--- src/bgd_pkg.sv ---
// ----------------------------------------------------------------------------
// Button gesture detector package
// Shared types and constants for the gesture detector and its checker.
// ----------------------------------------------------------------------------
package bgd_pkg;

   // Timer count width. Each timer also has a separate run bit.
   localparam int TMR_W = 7;
   // Width of the click count and of its saturation limit.
   localparam int CLICK_W = 4;
   // Highest click count. Further short clicks are not counted.
   localparam logic [CLICK_W-1:0] MAX_CLICKS = CLICK_W'(10);

   // Reset values of the two threshold registers.
   localparam logic [TMR_W-1:0] LONG_PRESS_RESET   = TMR_W'(24);
   localparam logic [TMR_W-1:0] CLICK_WINDOW_RESET = TMR_W'(8);

   // Item kinds carried in req_tuser.
   localparam logic OP_TICK = 1'b0;
   localparam logic OP_KEY  = 1'b1;

   // Configuration register indexes.
   typedef enum logic [0:0] {
      CSR_LONG_PRESS   = 1'b0,
      CSR_CLICK_WINDOW = 1'b1
   } csr_index_type;

   // One input item as the core sees it.
   typedef struct packed {
      logic take_long;
      logic take_clicks;
      logic key_pressed;
      logic op;
   } step_type;

   // One result item; click_count sits in the lowest bits.
   typedef struct packed {
      logic               key_down;
      logic               double_click_and_hold;
      logic               click_and_hold;
      logic               hold_active;
      logic               long_press_event;
      logic [CLICK_W-1:0] click_count;
   } result_type;

   localparam int RESULT_W = $bits(result_type);

endpackage

--- src/button_gesture_detector.sv ---
// ----------------------------------------------------------------------------
// Button gesture detector
// Classifies presses of one key into clicks, long presses and click-and-holds.
// ----------------------------------------------------------------------------
// The block takes one item per clock cycle unless a waiting result stalls it:
// each item is either a timer tick or a key level change, and each gives
// exactly one result item with the gesture state after that step. An
// accepted item sits in an input register, where the gesture core updates
// its state and loads the result register once that register is free or
// draining; the result then appears on the rsp_ side. The input and result
// registers let a new item be taken while the previous result is still
// waiting; the sustained rate is one item per cycle, limited only by how fast
// rsp_tready takes results. The two thresholds must be written through the
// csr_ port only while no item is in flight; the block does not enforce this.
module button_gesture_detector (
   input  logic                      clock,
   input  logic                      reset,
   // Input items.
   input  logic                      req_tvalid,
   output logic                      req_tready,
   // [0] key_pressed, [1] take_clicks, [2] take_long, [7:3] zero.
   input  logic [7:0]                req_tdata,
   // [0] op: 0 timer tick, 1 key level change.
   input  logic                      req_tuser,
   // Result items.
   output logic                      rsp_tvalid,
   input  logic                      rsp_tready,
   // [3:0] click_count, [4] long_press_event, [5] hold_active,
   // [6] click_and_hold, [7] double_click_and_hold, [8] key_down, [15:9] zero.
   output logic [15:0]               rsp_tdata,
   // Configuration writes: index 0 long_press_ticks, 1 click_window_ticks.
   input  logic                      csr_valid,
   output logic                      csr_ready,
   input  logic [0:0]                csr_index,
   input  logic [bgd_pkg::TMR_W-1:0] csr_data
);
   import bgd_pkg::*;

   logic             in_valid_ff, in_valid_in;
   step_type         in_step_ff;
   logic             rsp_valid_ff, rsp_valid_in;
   result_type       rsp_data_ff;
   result_type       core_result;
   logic [TMR_W-1:0] long_ticks_ff;
   logic [TMR_W-1:0] window_ticks_ff;
   logic             advance;
   logic             fire;
   logic             req_take;

   // The held item is processed when the result register is free or draining.
   assign advance    = !rsp_valid_ff || rsp_tready;
   assign fire       = in_valid_ff && advance;
   assign req_tready = !in_valid_ff || advance;
   assign req_take   = req_tvalid && req_tready;
   assign csr_ready  = 1'b1;

   always_comb begin
      in_valid_in = in_valid_ff;
      if (req_take) begin
         in_valid_in = 1'b1;
      end else if (fire) begin
         in_valid_in = 1'b0;
      end
      rsp_valid_in = rsp_valid_ff;
      if (fire) begin
         rsp_valid_in = 1'b1;
      end else if (rsp_tready) begin
         rsp_valid_in = 1'b0;
      end
   end

   always_ff @(posedge clock) begin
      if (reset) begin
         in_valid_ff     <= 1'b0;
         rsp_valid_ff    <= 1'b0;
         long_ticks_ff   <= LONG_PRESS_RESET;
         window_ticks_ff <= CLICK_WINDOW_RESET;
      end else begin
         in_valid_ff  <= in_valid_in;
         rsp_valid_ff <= rsp_valid_in;
         if (csr_valid && csr_ready) begin
            case (csr_index_type'(csr_index))
               CSR_LONG_PRESS:   long_ticks_ff   <= csr_data;
               CSR_CLICK_WINDOW: window_ticks_ff <= csr_data;
               default: ;
            endcase
         end
      end
   end

   // Payload registers carry no reset.
   always_ff @(posedge clock) begin
      if (req_take) begin
         in_step_ff.op          <= req_tuser;
         in_step_ff.key_pressed <= req_tdata[0];
         in_step_ff.take_clicks <= req_tdata[1];
         in_step_ff.take_long   <= req_tdata[2];
      end
      if (fire) begin
         rsp_data_ff <= core_result;
      end
   end

   bgd_core u_core (
      .clock              (clock),
      .reset              (reset),
      .step_valid         (fire),
      .step               (in_step_ff),
      .long_press_ticks   (long_ticks_ff),
      .click_window_ticks (window_ticks_ff),
      .result             (core_result)
   );

   assign rsp_tvalid = rsp_valid_ff;
   assign rsp_tdata  = {(16 - RESULT_W)'(0), rsp_data_ff};

endmodule

--- src/bgd_core.sv ---
// ----------------------------------------------------------------------------
// Button gesture core
// Holds the gesture state and computes each step and its result combinationally.
// ----------------------------------------------------------------------------
module bgd_core (
   input  logic                      clock,
   input  logic                      reset,
   input  logic                      step_valid,
   input  bgd_pkg::step_type         step,
   input  logic [bgd_pkg::TMR_W-1:0] long_press_ticks,
   input  logic [bgd_pkg::TMR_W-1:0] click_window_ticks,
   output bgd_pkg::result_type       result
);
   import bgd_pkg::*;

   logic               key_ff, key_in;
   logic               h_run_ff, h_run_in;
   logic [TMR_W-1:0]   h_cnt_ff, h_cnt_in;
   logic               w_run_ff, w_run_in;
   logic [TMR_W-1:0]   w_cnt_ff, w_cnt_in;
   logic [CLICK_W-1:0] count_ff, count_in;
   logic               ready_ff, ready_in;
   logic               pending_ff, pending_in;
   logic               seen_ff, seen_in;
   logic               single_ff, single_in;
   logic               double_ff, double_in;

   always_comb begin
      key_in     = key_ff;
      h_run_in   = h_run_ff;
      h_cnt_in   = h_cnt_ff;
      w_run_in   = w_run_ff;
      w_cnt_in   = w_cnt_ff;
      count_in   = count_ff;
      ready_in   = ready_ff;
      pending_in = pending_ff;
      seen_in    = seen_ff;
      single_in  = single_ff;
      double_in  = double_ff;
      result     = '0;

      if (step.op == OP_TICK) begin
         // Running timers count up to their threshold and stay there.
         if (h_run_ff && h_cnt_ff < long_press_ticks) begin
            h_cnt_in = h_cnt_ff + TMR_W'(1);
         end
         if (w_run_ff && w_cnt_ff < click_window_ticks) begin
            w_cnt_in = w_cnt_ff + TMR_W'(1);
         end
         // A held key keeps the click window open from its start.
         if (key_in && w_run_in) begin
            w_cnt_in = '0;
         end
         if (key_in && h_run_in && h_cnt_in == long_press_ticks) begin
            if (count_in == CLICK_W'(1) || count_in == CLICK_W'(2)) begin
               w_run_in   = 1'b0;
               w_cnt_in   = '0;
               ready_in   = 1'b0;
               seen_in    = 1'b0;
               pending_in = 1'b0;
               double_in  = (count_in == CLICK_W'(2));
               single_in  = (count_in == CLICK_W'(1));
               count_in   = '0;
            end else begin
               double_in  = 1'b0;
               single_in  = 1'b0;
               pending_in = 1'b1;
               seen_in    = 1'b1;
            end
            h_run_in = 1'b0;
            h_cnt_in = '0;
         end
         if (!key_in && w_run_in && w_cnt_in == click_window_ticks) begin
            w_run_in = 1'b0;
            w_cnt_in = '0;
            if (!seen_in) begin
               ready_in = 1'b1;
            end else begin
               seen_in = 1'b0;
            end
         end
      end else if (step.key_pressed) begin
         key_in = 1'b1;
         if (w_run_ff) begin
            w_cnt_in = '0;
         end
         if (!h_run_ff) begin
            h_run_in = 1'b1;
            h_cnt_in = '0;
         end
      end else begin
         key_in   = 1'b0;
         h_run_in = 1'b0;
         h_cnt_in = '0;
         if (seen_ff || single_ff || double_ff) begin
            // Releasing a hold ends it without counting a click.
            seen_in   = 1'b0;
            single_in = 1'b0;
            double_in = 1'b0;
         end else if (h_cnt_ff < long_press_ticks) begin
            if (count_ff < MAX_CLICKS) begin
               count_in = count_ff + CLICK_W'(1);
            end
            w_run_in = 1'b1;
            w_cnt_in = '0;
         end
      end

      // Report, then apply the take flags.
      if (!seen_in && ready_in) begin
         result.click_count = count_in;
         if (step.take_clicks) begin
            ready_in = 1'b0;
            count_in = '0;
         end
      end
      result.long_press_event = pending_in;
      if (step.take_long) begin
         pending_in = 1'b0;
      end
      result.hold_active           = seen_in;
      result.click_and_hold        = single_in;
      result.double_click_and_hold = double_in;
      result.key_down              = key_in;
   end

   always_ff @(posedge clock) begin
      if (reset) begin
         key_ff     <= 1'b0;
         h_run_ff   <= 1'b0;
         h_cnt_ff   <= '0;
         w_run_ff   <= 1'b0;
         w_cnt_ff   <= '0;
         count_ff   <= '0;
         ready_ff   <= 1'b0;
         pending_ff <= 1'b0;
         seen_ff    <= 1'b0;
         single_ff  <= 1'b0;
         double_ff  <= 1'b0;
      end else if (step_valid) begin
         key_ff     <= key_in;
         h_run_ff   <= h_run_in;
         h_cnt_ff   <= h_cnt_in;
         w_run_ff   <= w_run_in;
         w_cnt_ff   <= w_cnt_in;
         count_ff   <= count_in;
         ready_ff   <= ready_in;
         pending_ff <= pending_in;
         seen_ff    <= seen_in;
         single_ff  <= single_in;
         double_ff  <= double_in;
      end
   end

endmodule

--- config.mk ---
export PLATFORM = sky130hd
export DESIGN_NAME = button_gesture_detector
export DESIGN_NICKNAME = d
export VERILOG_FILES = /design/src/bgd_pkg.sv /design/src/button_gesture_detector.sv /design/src/bgd_core.sv
export SDC_FILE = /design/constraint.sdc
export NUM_CORES = 1
export LEC_CHECK = 0
export ABC_AREA = 1
export BUFFER_PORTS_ARGS = -buffer_cell sky130_fd_sc_hd__buf_2
export CORE_MARGIN = 2
export CORE_UTILIZATION = 50
export CTS_CLUSTER_SIZE = 8
export DETAILED_ROUTE_END_ITERATION = 12
export PLACE_DENSITY_LB_ADDON = 0.1
export SLEW_MARGIN = 20
export SYNTH_ARGS = -nofsm -noshare
export SYNTH_HDL_FRONTEND = slang
export SYNTH_HIERARCHICAL = 1
export SYNTH_SLANG_ARGS = --single-unit
--- constraint.sdc ---
create_clock -name clock -period 3.8 [get_ports clock]
set_input_delay 0.38 -clock clock [delete_from_list [all_inputs] [get_ports clock]]
set_output_delay 0.38 -clock clock [all_outputs]
set_load 0.02 [all_outputs]
* Word-level counts from Yosys, hierarchy flattened
Cells that the tools add are included.
** Cells by class
- Add/sub/neg operators :: 3
- Multiply operators :: 0
- Div/mod/pow operators :: 0
- $lt $le $gt $ge :: 3
- Eq/ne operators :: 11
- Shifts and indexed selects :: 0
- Multiplexer cells :: 69
- Bitwise operators :: 1
- Reduce and logical (&&, ||, !) cells :: 28
** Operators by type and width (number)
- 7-bit 2-to-1 mux :: 17
- 1-bit 2-to-1 mux :: 43
- 4-bit 2-to-1 mux :: 9
- 7-bit by 1-bit adder with 7-bit output, second input constant :: 2
- 7-bit equality test :: 2
- 7-bit < comparator :: 2
- 1-bit logical AND :: 10
- 2-bit AND reduction :: 4
- 4-bit AND reduction :: 2
- 3-bit != test, second input constant :: 2
- 2-bit nonzero test :: 3
- 1-bit logical OR :: 5
- 4-bit by 1-bit adder with 4-bit output, second input constant :: 1
- 4-bit by 1-bit equality test with 1-bit output, second input constant :: 1
- 4-bit by 2-bit equality test with 1-bit output, second input constant :: 1
- 1-bit zero test :: 4
- 4-bit < comparator, second input constant :: 1
- 2-bit != test, second input constant :: 2
- 3-bit by 1-bit != test with 1-bit output, second input constant :: 1
- 3-bit by 2-bit != test with 1-bit output, second input constant :: 1
- 2-bit by 1-bit != test with 1-bit output, second input constant :: 1
- 1-bit inverter :: 1
** Storage, ports and cells
- Register bits :: 55
- Bits in latches :: 0
- Bits in writable memories :: 0
- Bits in read-only memories :: 0
- Input bits :: 22
- Output and inout bits :: 19
- Word-level logic and storage cells :: 140
- Memories kept :: 0

* Logic depth before layout (Yosys ltp)
- Depth after elaboration :: 15
- Gate-level depth with buffers :: 28
- Gate-level depth less buffers :: 28

* By module
The synthesis kept the hierarchy.
** Modules (own cells, without submodules)
- bgd_core :: times used 1, cells each 401, area each 2453.6 um2, sequential area each 520.5 um2
- button_gesture_detector :: times used 1, cells each 110, area each 1096.1 um2, sequential area each 710.7 um2

* Worst setup path before layout
No wires, ideal clock.
- Kind :: reg2reg
- From :: reg long_ticks_ff[6]
- To :: reg rsp_data_ff, in the netlist rsp_tdata[5], data pin
- Setup time :: 251 ps
- Arrival time :: 2670 ps
- Required time :: 3549 ps
- Setup slack :: 879 ps
- Stages on the path, launching flop included :: 23
- Path buffers :: 2
- Clock period less this slack :: 2921 ps
- Path through :: dfxtp_1 inv_1 ha_1 nand2_2 inv_2 a21oi_4 nand3_4 inv_4 nand2_2 nand3_1 nand2_1 nor2_2 nand4_4 buf_6 nand2_2 nand2_1 nand2_1 nand3_2 nor2_4 nand2_4 a21oi_4 inv_2 buf_4
** Between the ends
- Cells in the longest elaborated chain, start to end :: 12
- Elaborated cells between the ends (all ways) :: 17
- Those cells by class :: order compare: 1; eq/ne: 2; mux: 10; reduce/logical: 4
** Ends and longest elaborated chain
- start, declared :: RTL line button_gesture_detector.sv:44 : logic [TMR_W-1:0] long_ticks_ff;
- start signal, assigned :: RTL line button_gesture_detector.sv:83 : CSR_LONG_PRESS: long_ticks_ff <= csr_data;
- 7-bit < comparator :: RTL line bgd_core.sv:44 : if (h_run_ff && h_cnt_ff < long_press_ticks) begin
- 1-bit logical AND :: RTL line bgd_core.sv:44
- 7-bit 2-to-1 mux :: RTL line bgd_core.sv:44
- 7-bit 2-to-1 mux :: RTL line bgd_core.sv:42 : if (step.op == OP_TICK) begin
- 7-bit equality test (*) :: RTL line bgd_core.sv:54 : if (key_in && h_run_in && h_cnt_in == long_press_ticks) begin
- 1-bit logical AND (*) :: RTL line bgd_core.sv:54
- 7-bit 2-to-1 mux or 1-bit 2-to-1 mux (tied branches) :: RTL line bgd_core.sv:54
- 7-bit 2-to-1 mux or 1-bit 2-to-1 mux (tied branches) :: RTL line bgd_core.sv:42
- 7-bit equality test or 1-bit logical AND (tied branches) :: RTL line bgd_core.sv:73 : if (!key_in && w_run_in && w_cnt_in == click_window_ticks) begin
- 1-bit logical AND :: RTL line bgd_core.sv:73
- 1-bit 2-to-1 mux (*) :: RTL line bgd_core.sv:73
- 1-bit 2-to-1 mux (*) :: RTL line bgd_core.sv:42
- named net u_core.seen_in :: RTL line bgd_core.sv:24 : logic seen_ff, seen_in;
- end signal, assigned :: RTL line button_gesture_detector.sv:100 : rsp_data_ff <= core_result;
- end, declared :: RTL line button_gesture_detector.sv:42 : result_type rsp_data_ff;
Mark *: on every way through the listed nets, which the timed path passes. The rest lies on a longest branch. The select of a mux whose other input is x is not followed.
A chain may end at the register's enable or synchronous reset.

* Worst setup path in the final report
- From :: reg long_ticks_ff[6]
- To :: reg u_core.count_ff[3]
** Between the ends
- Cells in the longest elaborated chain, start to end :: 15
- Elaborated cells between the ends (all ways) :: 30
- Those cells by class :: order compare: 1; eq/ne: 2; mux: 21; reduce/logical: 6
** Ends and longest elaborated chain
- 7-bit < comparator :: RTL line bgd_core.sv:44, bgd_core.sv:100
- 1-bit logical AND :: RTL line bgd_core.sv:44
- 7-bit 2-to-1 mux :: RTL line bgd_core.sv:44
- 7-bit 2-to-1 mux :: RTL line bgd_core.sv:42
- 7-bit equality test :: RTL line bgd_core.sv:54
- 1-bit logical AND :: RTL line bgd_core.sv:54
- 7-bit 2-to-1 mux or 1-bit 2-to-1 mux (tied branches) :: RTL line bgd_core.sv:54
- 7-bit 2-to-1 mux or 1-bit 2-to-1 mux (tied branches) :: RTL line bgd_core.sv:42
- 7-bit equality test or 1-bit logical AND (tied branches) :: RTL line bgd_core.sv:73
- 1-bit logical AND :: RTL line bgd_core.sv:73
- 1-bit 2-to-1 mux :: RTL line bgd_core.sv:73
- 1-bit 2-to-1 mux :: RTL line bgd_core.sv:42
- 1-bit zero test :: RTL line bgd_core.sv:110 : if (!seen_in && ready_in) begin
- 1-bit logical AND :: RTL line bgd_core.sv:110
- 4-bit 2-to-1 mux (*) :: RTL line bgd_core.sv:110
- end signal, assigned :: RTL line bgd_core.sv:146 : count_ff <= count_in;
- end, declared :: RTL line bgd_core.sv:21 : logic [CLICK_W-1:0] count_ff, count_in;
Mark *: on every way between the ends. The rest lies on a longest branch, timed or not. The select of a mux whose other input is x is not followed.

==> results.ini <==
[power_and_ir_drop]
p_comb_share_pct = 15.1
p_leak_uw = 0.00177
p_per_area_mw_per_mm2 = 301
peakVddDrop_uv = 156
p_sw_uw = 350
power_frac_seq_pct = 55.0
clkPwrFrac_pct = 29.8
p_int_uw = 808
swShare_pct = 30.2

[sta]
fin_crit_ns = 3.46
fin_crit_sh_pct = 90.9
finClkSkew_ns = 0.00641
max_freq_ghz = 0.289
relSlewSlack_pct = 50.5
slew_violations = 0
fin_ws_ns = 0.344
setup_tns_ns = 0
rsz0062_at_grt = no
hold_viol = 0
finalSetupViolations = 0
hold_slack_ns = 0.231
worstMarginPinSlew_ns = 0.737

[yosys]
yosys_warnings = 6
synth_edf_count = 13
syn_inst = 511
synth.distinct_cells = 39
ys_seq_area_share_pct = 34.7
async_reset_ff_share_pct = 0
synth-main-ff-cell = dfxtp_1
syn_avg_cell_area_sq_um = 6.95
synth_seq_cells = 55
syn_area_sq_mm = 0.00355

[clocking]
htree_levels = 2
clockBufferDepth = 2
ctsHoldBuffers = 0
cts_root_buf = clkbuf_8
path_clk_slew_ns = 0.11
cts_tree = built
clock_latency_ns = 0.32
cts_buffers = 5
clkSinkCount = 55

[die]
io_pins = 41
die_y_um = 88.3
start_util_pct = 52.0
core_area_sq_mm = 0.00683
die_area_sq_mm = 0.00779
row_count = 30
die_x_um = 88.3

[grt]
grt_usage_pct = 20.2
grt_max_degree = 28
gr-total-overflow = 0
grt_pass1_wl_um = 12500
grt_pass1_vias = 2714
antenna_found_initial = 0

[setup_path]
crit_fanout = 9
slowest_stage = dfxtp_1
worstPathCellList = inv_1, ha_1, nand2_1, nand2_1, a21oi_4, nand3_4, inv_4, nand2_2, nand3_1, nand2_1, nor2_2, nand4_4, nand3_1, nand2_1, inv_1, nand2_1, nor2_2, nand2_4, a21oi_4, nand4_2, nand2_1, a21oi_1
cp_common_cell = nand2_1
critical_path_class = flip-flop to flip-flop
critPathCaptureType = flip-flop
cp_data_arrival_time_ns = 3.64
cp-start-kind = flip-flop
critical_path.max_stage_delay_ns = 0.40
worstPathRequired_ns = 3.99

[cells_and_area]
synthToLayoutAreaGrowth_pct = 8.49
antenna_cells = 0
final_common_cell = nand2_1
final_cell_mix = nand2_1 (132), inv_1 (65), nor2_1 (52)
fin_cells = 636
fin_nets = 578
drive_gt1_share_pct = 14.1

[drt]
wl_um = 7690
vias_per_cell = 5.09
drc = 0
first_pass_iters = 5
drt_iter0_drc = 168
ant_nets = 0
dr_total_vias = 3237
wire_per_inst_um = 12.1

[placed_design]
place_congestion = 0.847
place_inst = 623
post-place-ws_ns = 0.371
portBuffers = 27
dp_hpwl_um = 5650

[run_status]
status = complete, no violations

[run]
max_cap_violations = 0

[worst_hold_path]
hold_class = input pin to flip-flop

-- synthesized netlist by cell type (3+ instances only) --
master	instances	area share, %
dfxtp_1	42	24
nand4_1	15	2.6
buf_4	12	2.5
o21ai_0	9	1.3
inv_2	4	0.42
inv_4	3	0.53
nand3_1	48	6.8
nor3_1	3	0.42
inv_1	65	6.9
xor2_1	5	1.2
nand2_2	7	1.2
o21ai_1	7	0.99
ha_1	17	6.0
clkbuf_1	4	0.42
nand2_1	132	14
edfxtp_1	13	11
nand3_2	3	0.85
nand2_4	3	0.95
nor2_2	6	1.1
a21oi_1	36	5.1
nor2_1	52	5.5
-- area by class of cell --
type | count | area (sq um)
Fill cell | 672 | 2980
Multi-Input combinational cell | 370 | 1940
Sequential cell | 55 | 1230
Inverter | 73 | 282
Timing Repair Buffer | 34 | 188
Tap cell | 96 | 120
Clock buffer | 5 | 68.8
Clock inverter | 3 | 22.5
-- critical path: cells and delay by family, from the launching register on --
family | cells | cell delay, ns
AOI/OAI and AO/OA | 3 | 0.48
buffers and inverters | 3 | 0.25
and+or+nand+nor | 15 | 1.85
adders and majority gates | 1 | 0.33
DFF | 1 | 0.40
-- worst paths after layout --
kind,startpoint,to,slack (ns),cells after the start
max reg2reg,long_ticks_ff[6],u_core/count_ff[3],0.34,22
min,req_tuser,in_step_ff[0],0.23,1
min reg2reg,u_core/pending_ff,u_core/pending_ff,0.47,2
max,long_ticks_ff[6],u_core/count_ff[3],0.34,22
-- power by group through the flow --
stage	registers (uW)	clock network [uW]	logic (uW)
after floorplan	651	0	133
after global placement	650	0	168
after detailed placement	651	0	170
after CTS	637	355	171
after global routing	641	374	199
final	637	345	175
-- sequential cells by signal, summed over array words and instances (netlist names), named ones only --
| signal | cells |
|---|---|
| rsp_tdata | 9 |
| long_ticks_ff | 7 |
| u_core/h_cnt_ff | 7 |
| u_core/w_cnt_ff | 7 |
| window_ticks_ff | 7 |
| in_step_ff | 4 |
| u_core/count_ff | 4 |
| in_valid_ff | 1 |
| rsp_tvalid | 1 |
| u_core/double_ff | 1 |
| u_core/h_run_ff | 1 |
| u_core/key_ff | 1 |
| u_core/pending_ff | 1 |
| u_core/seen_ff | 1 |
| u_core/single_ff | 1 |
| u_core/w_run_ff | 1 |
-- layer usage --
layer / GRT usage [%] / share of wire (%) / vias to the layer above / routed length (um)
met5: 0 / 0 / - / 0
met4: 6.06 / 1.3 / 0 / 102
met3: 2.99 / 3.6 / 10 / 278
met2: 33.2 / 47 / 56 / 3610
met1: 27.6 / 48 / 1473 / 3700
li1: - / - / 1698 / -
-- repair_timing --
action	4_1_cts	5_1_grt
setup buffers	0	4
setup endpoints to repair	0	2
resized for setup	0	1
-- per-stage QoR --
step	utilization, %	cell area [sq um]	power, uW
6_report	56.4	3850	1160
5_1_grt	56.4	3850	1210
3_5_place_dp	54.3	3710	821
4_1_cts	55.7	3800	1160
3_3_place_gp	54.3	3710	818
2_1_floorplan	-	3570	784
-- kinds of logic (layout without fill, tap and decap cells) --
group	Yosys count	count (layout)	share of synthesized area [%]
compound gates	63	63	10.2
xor+xnor	7	7	1.73
fa+ha+maj	17	17	5.99
buf+inv	93	115	11.8
flops	55	55	34.7
other cells	2	8	0.212
simple gates	274	275	35.4
Note: power is estimated with default switching activity, not from simulation.
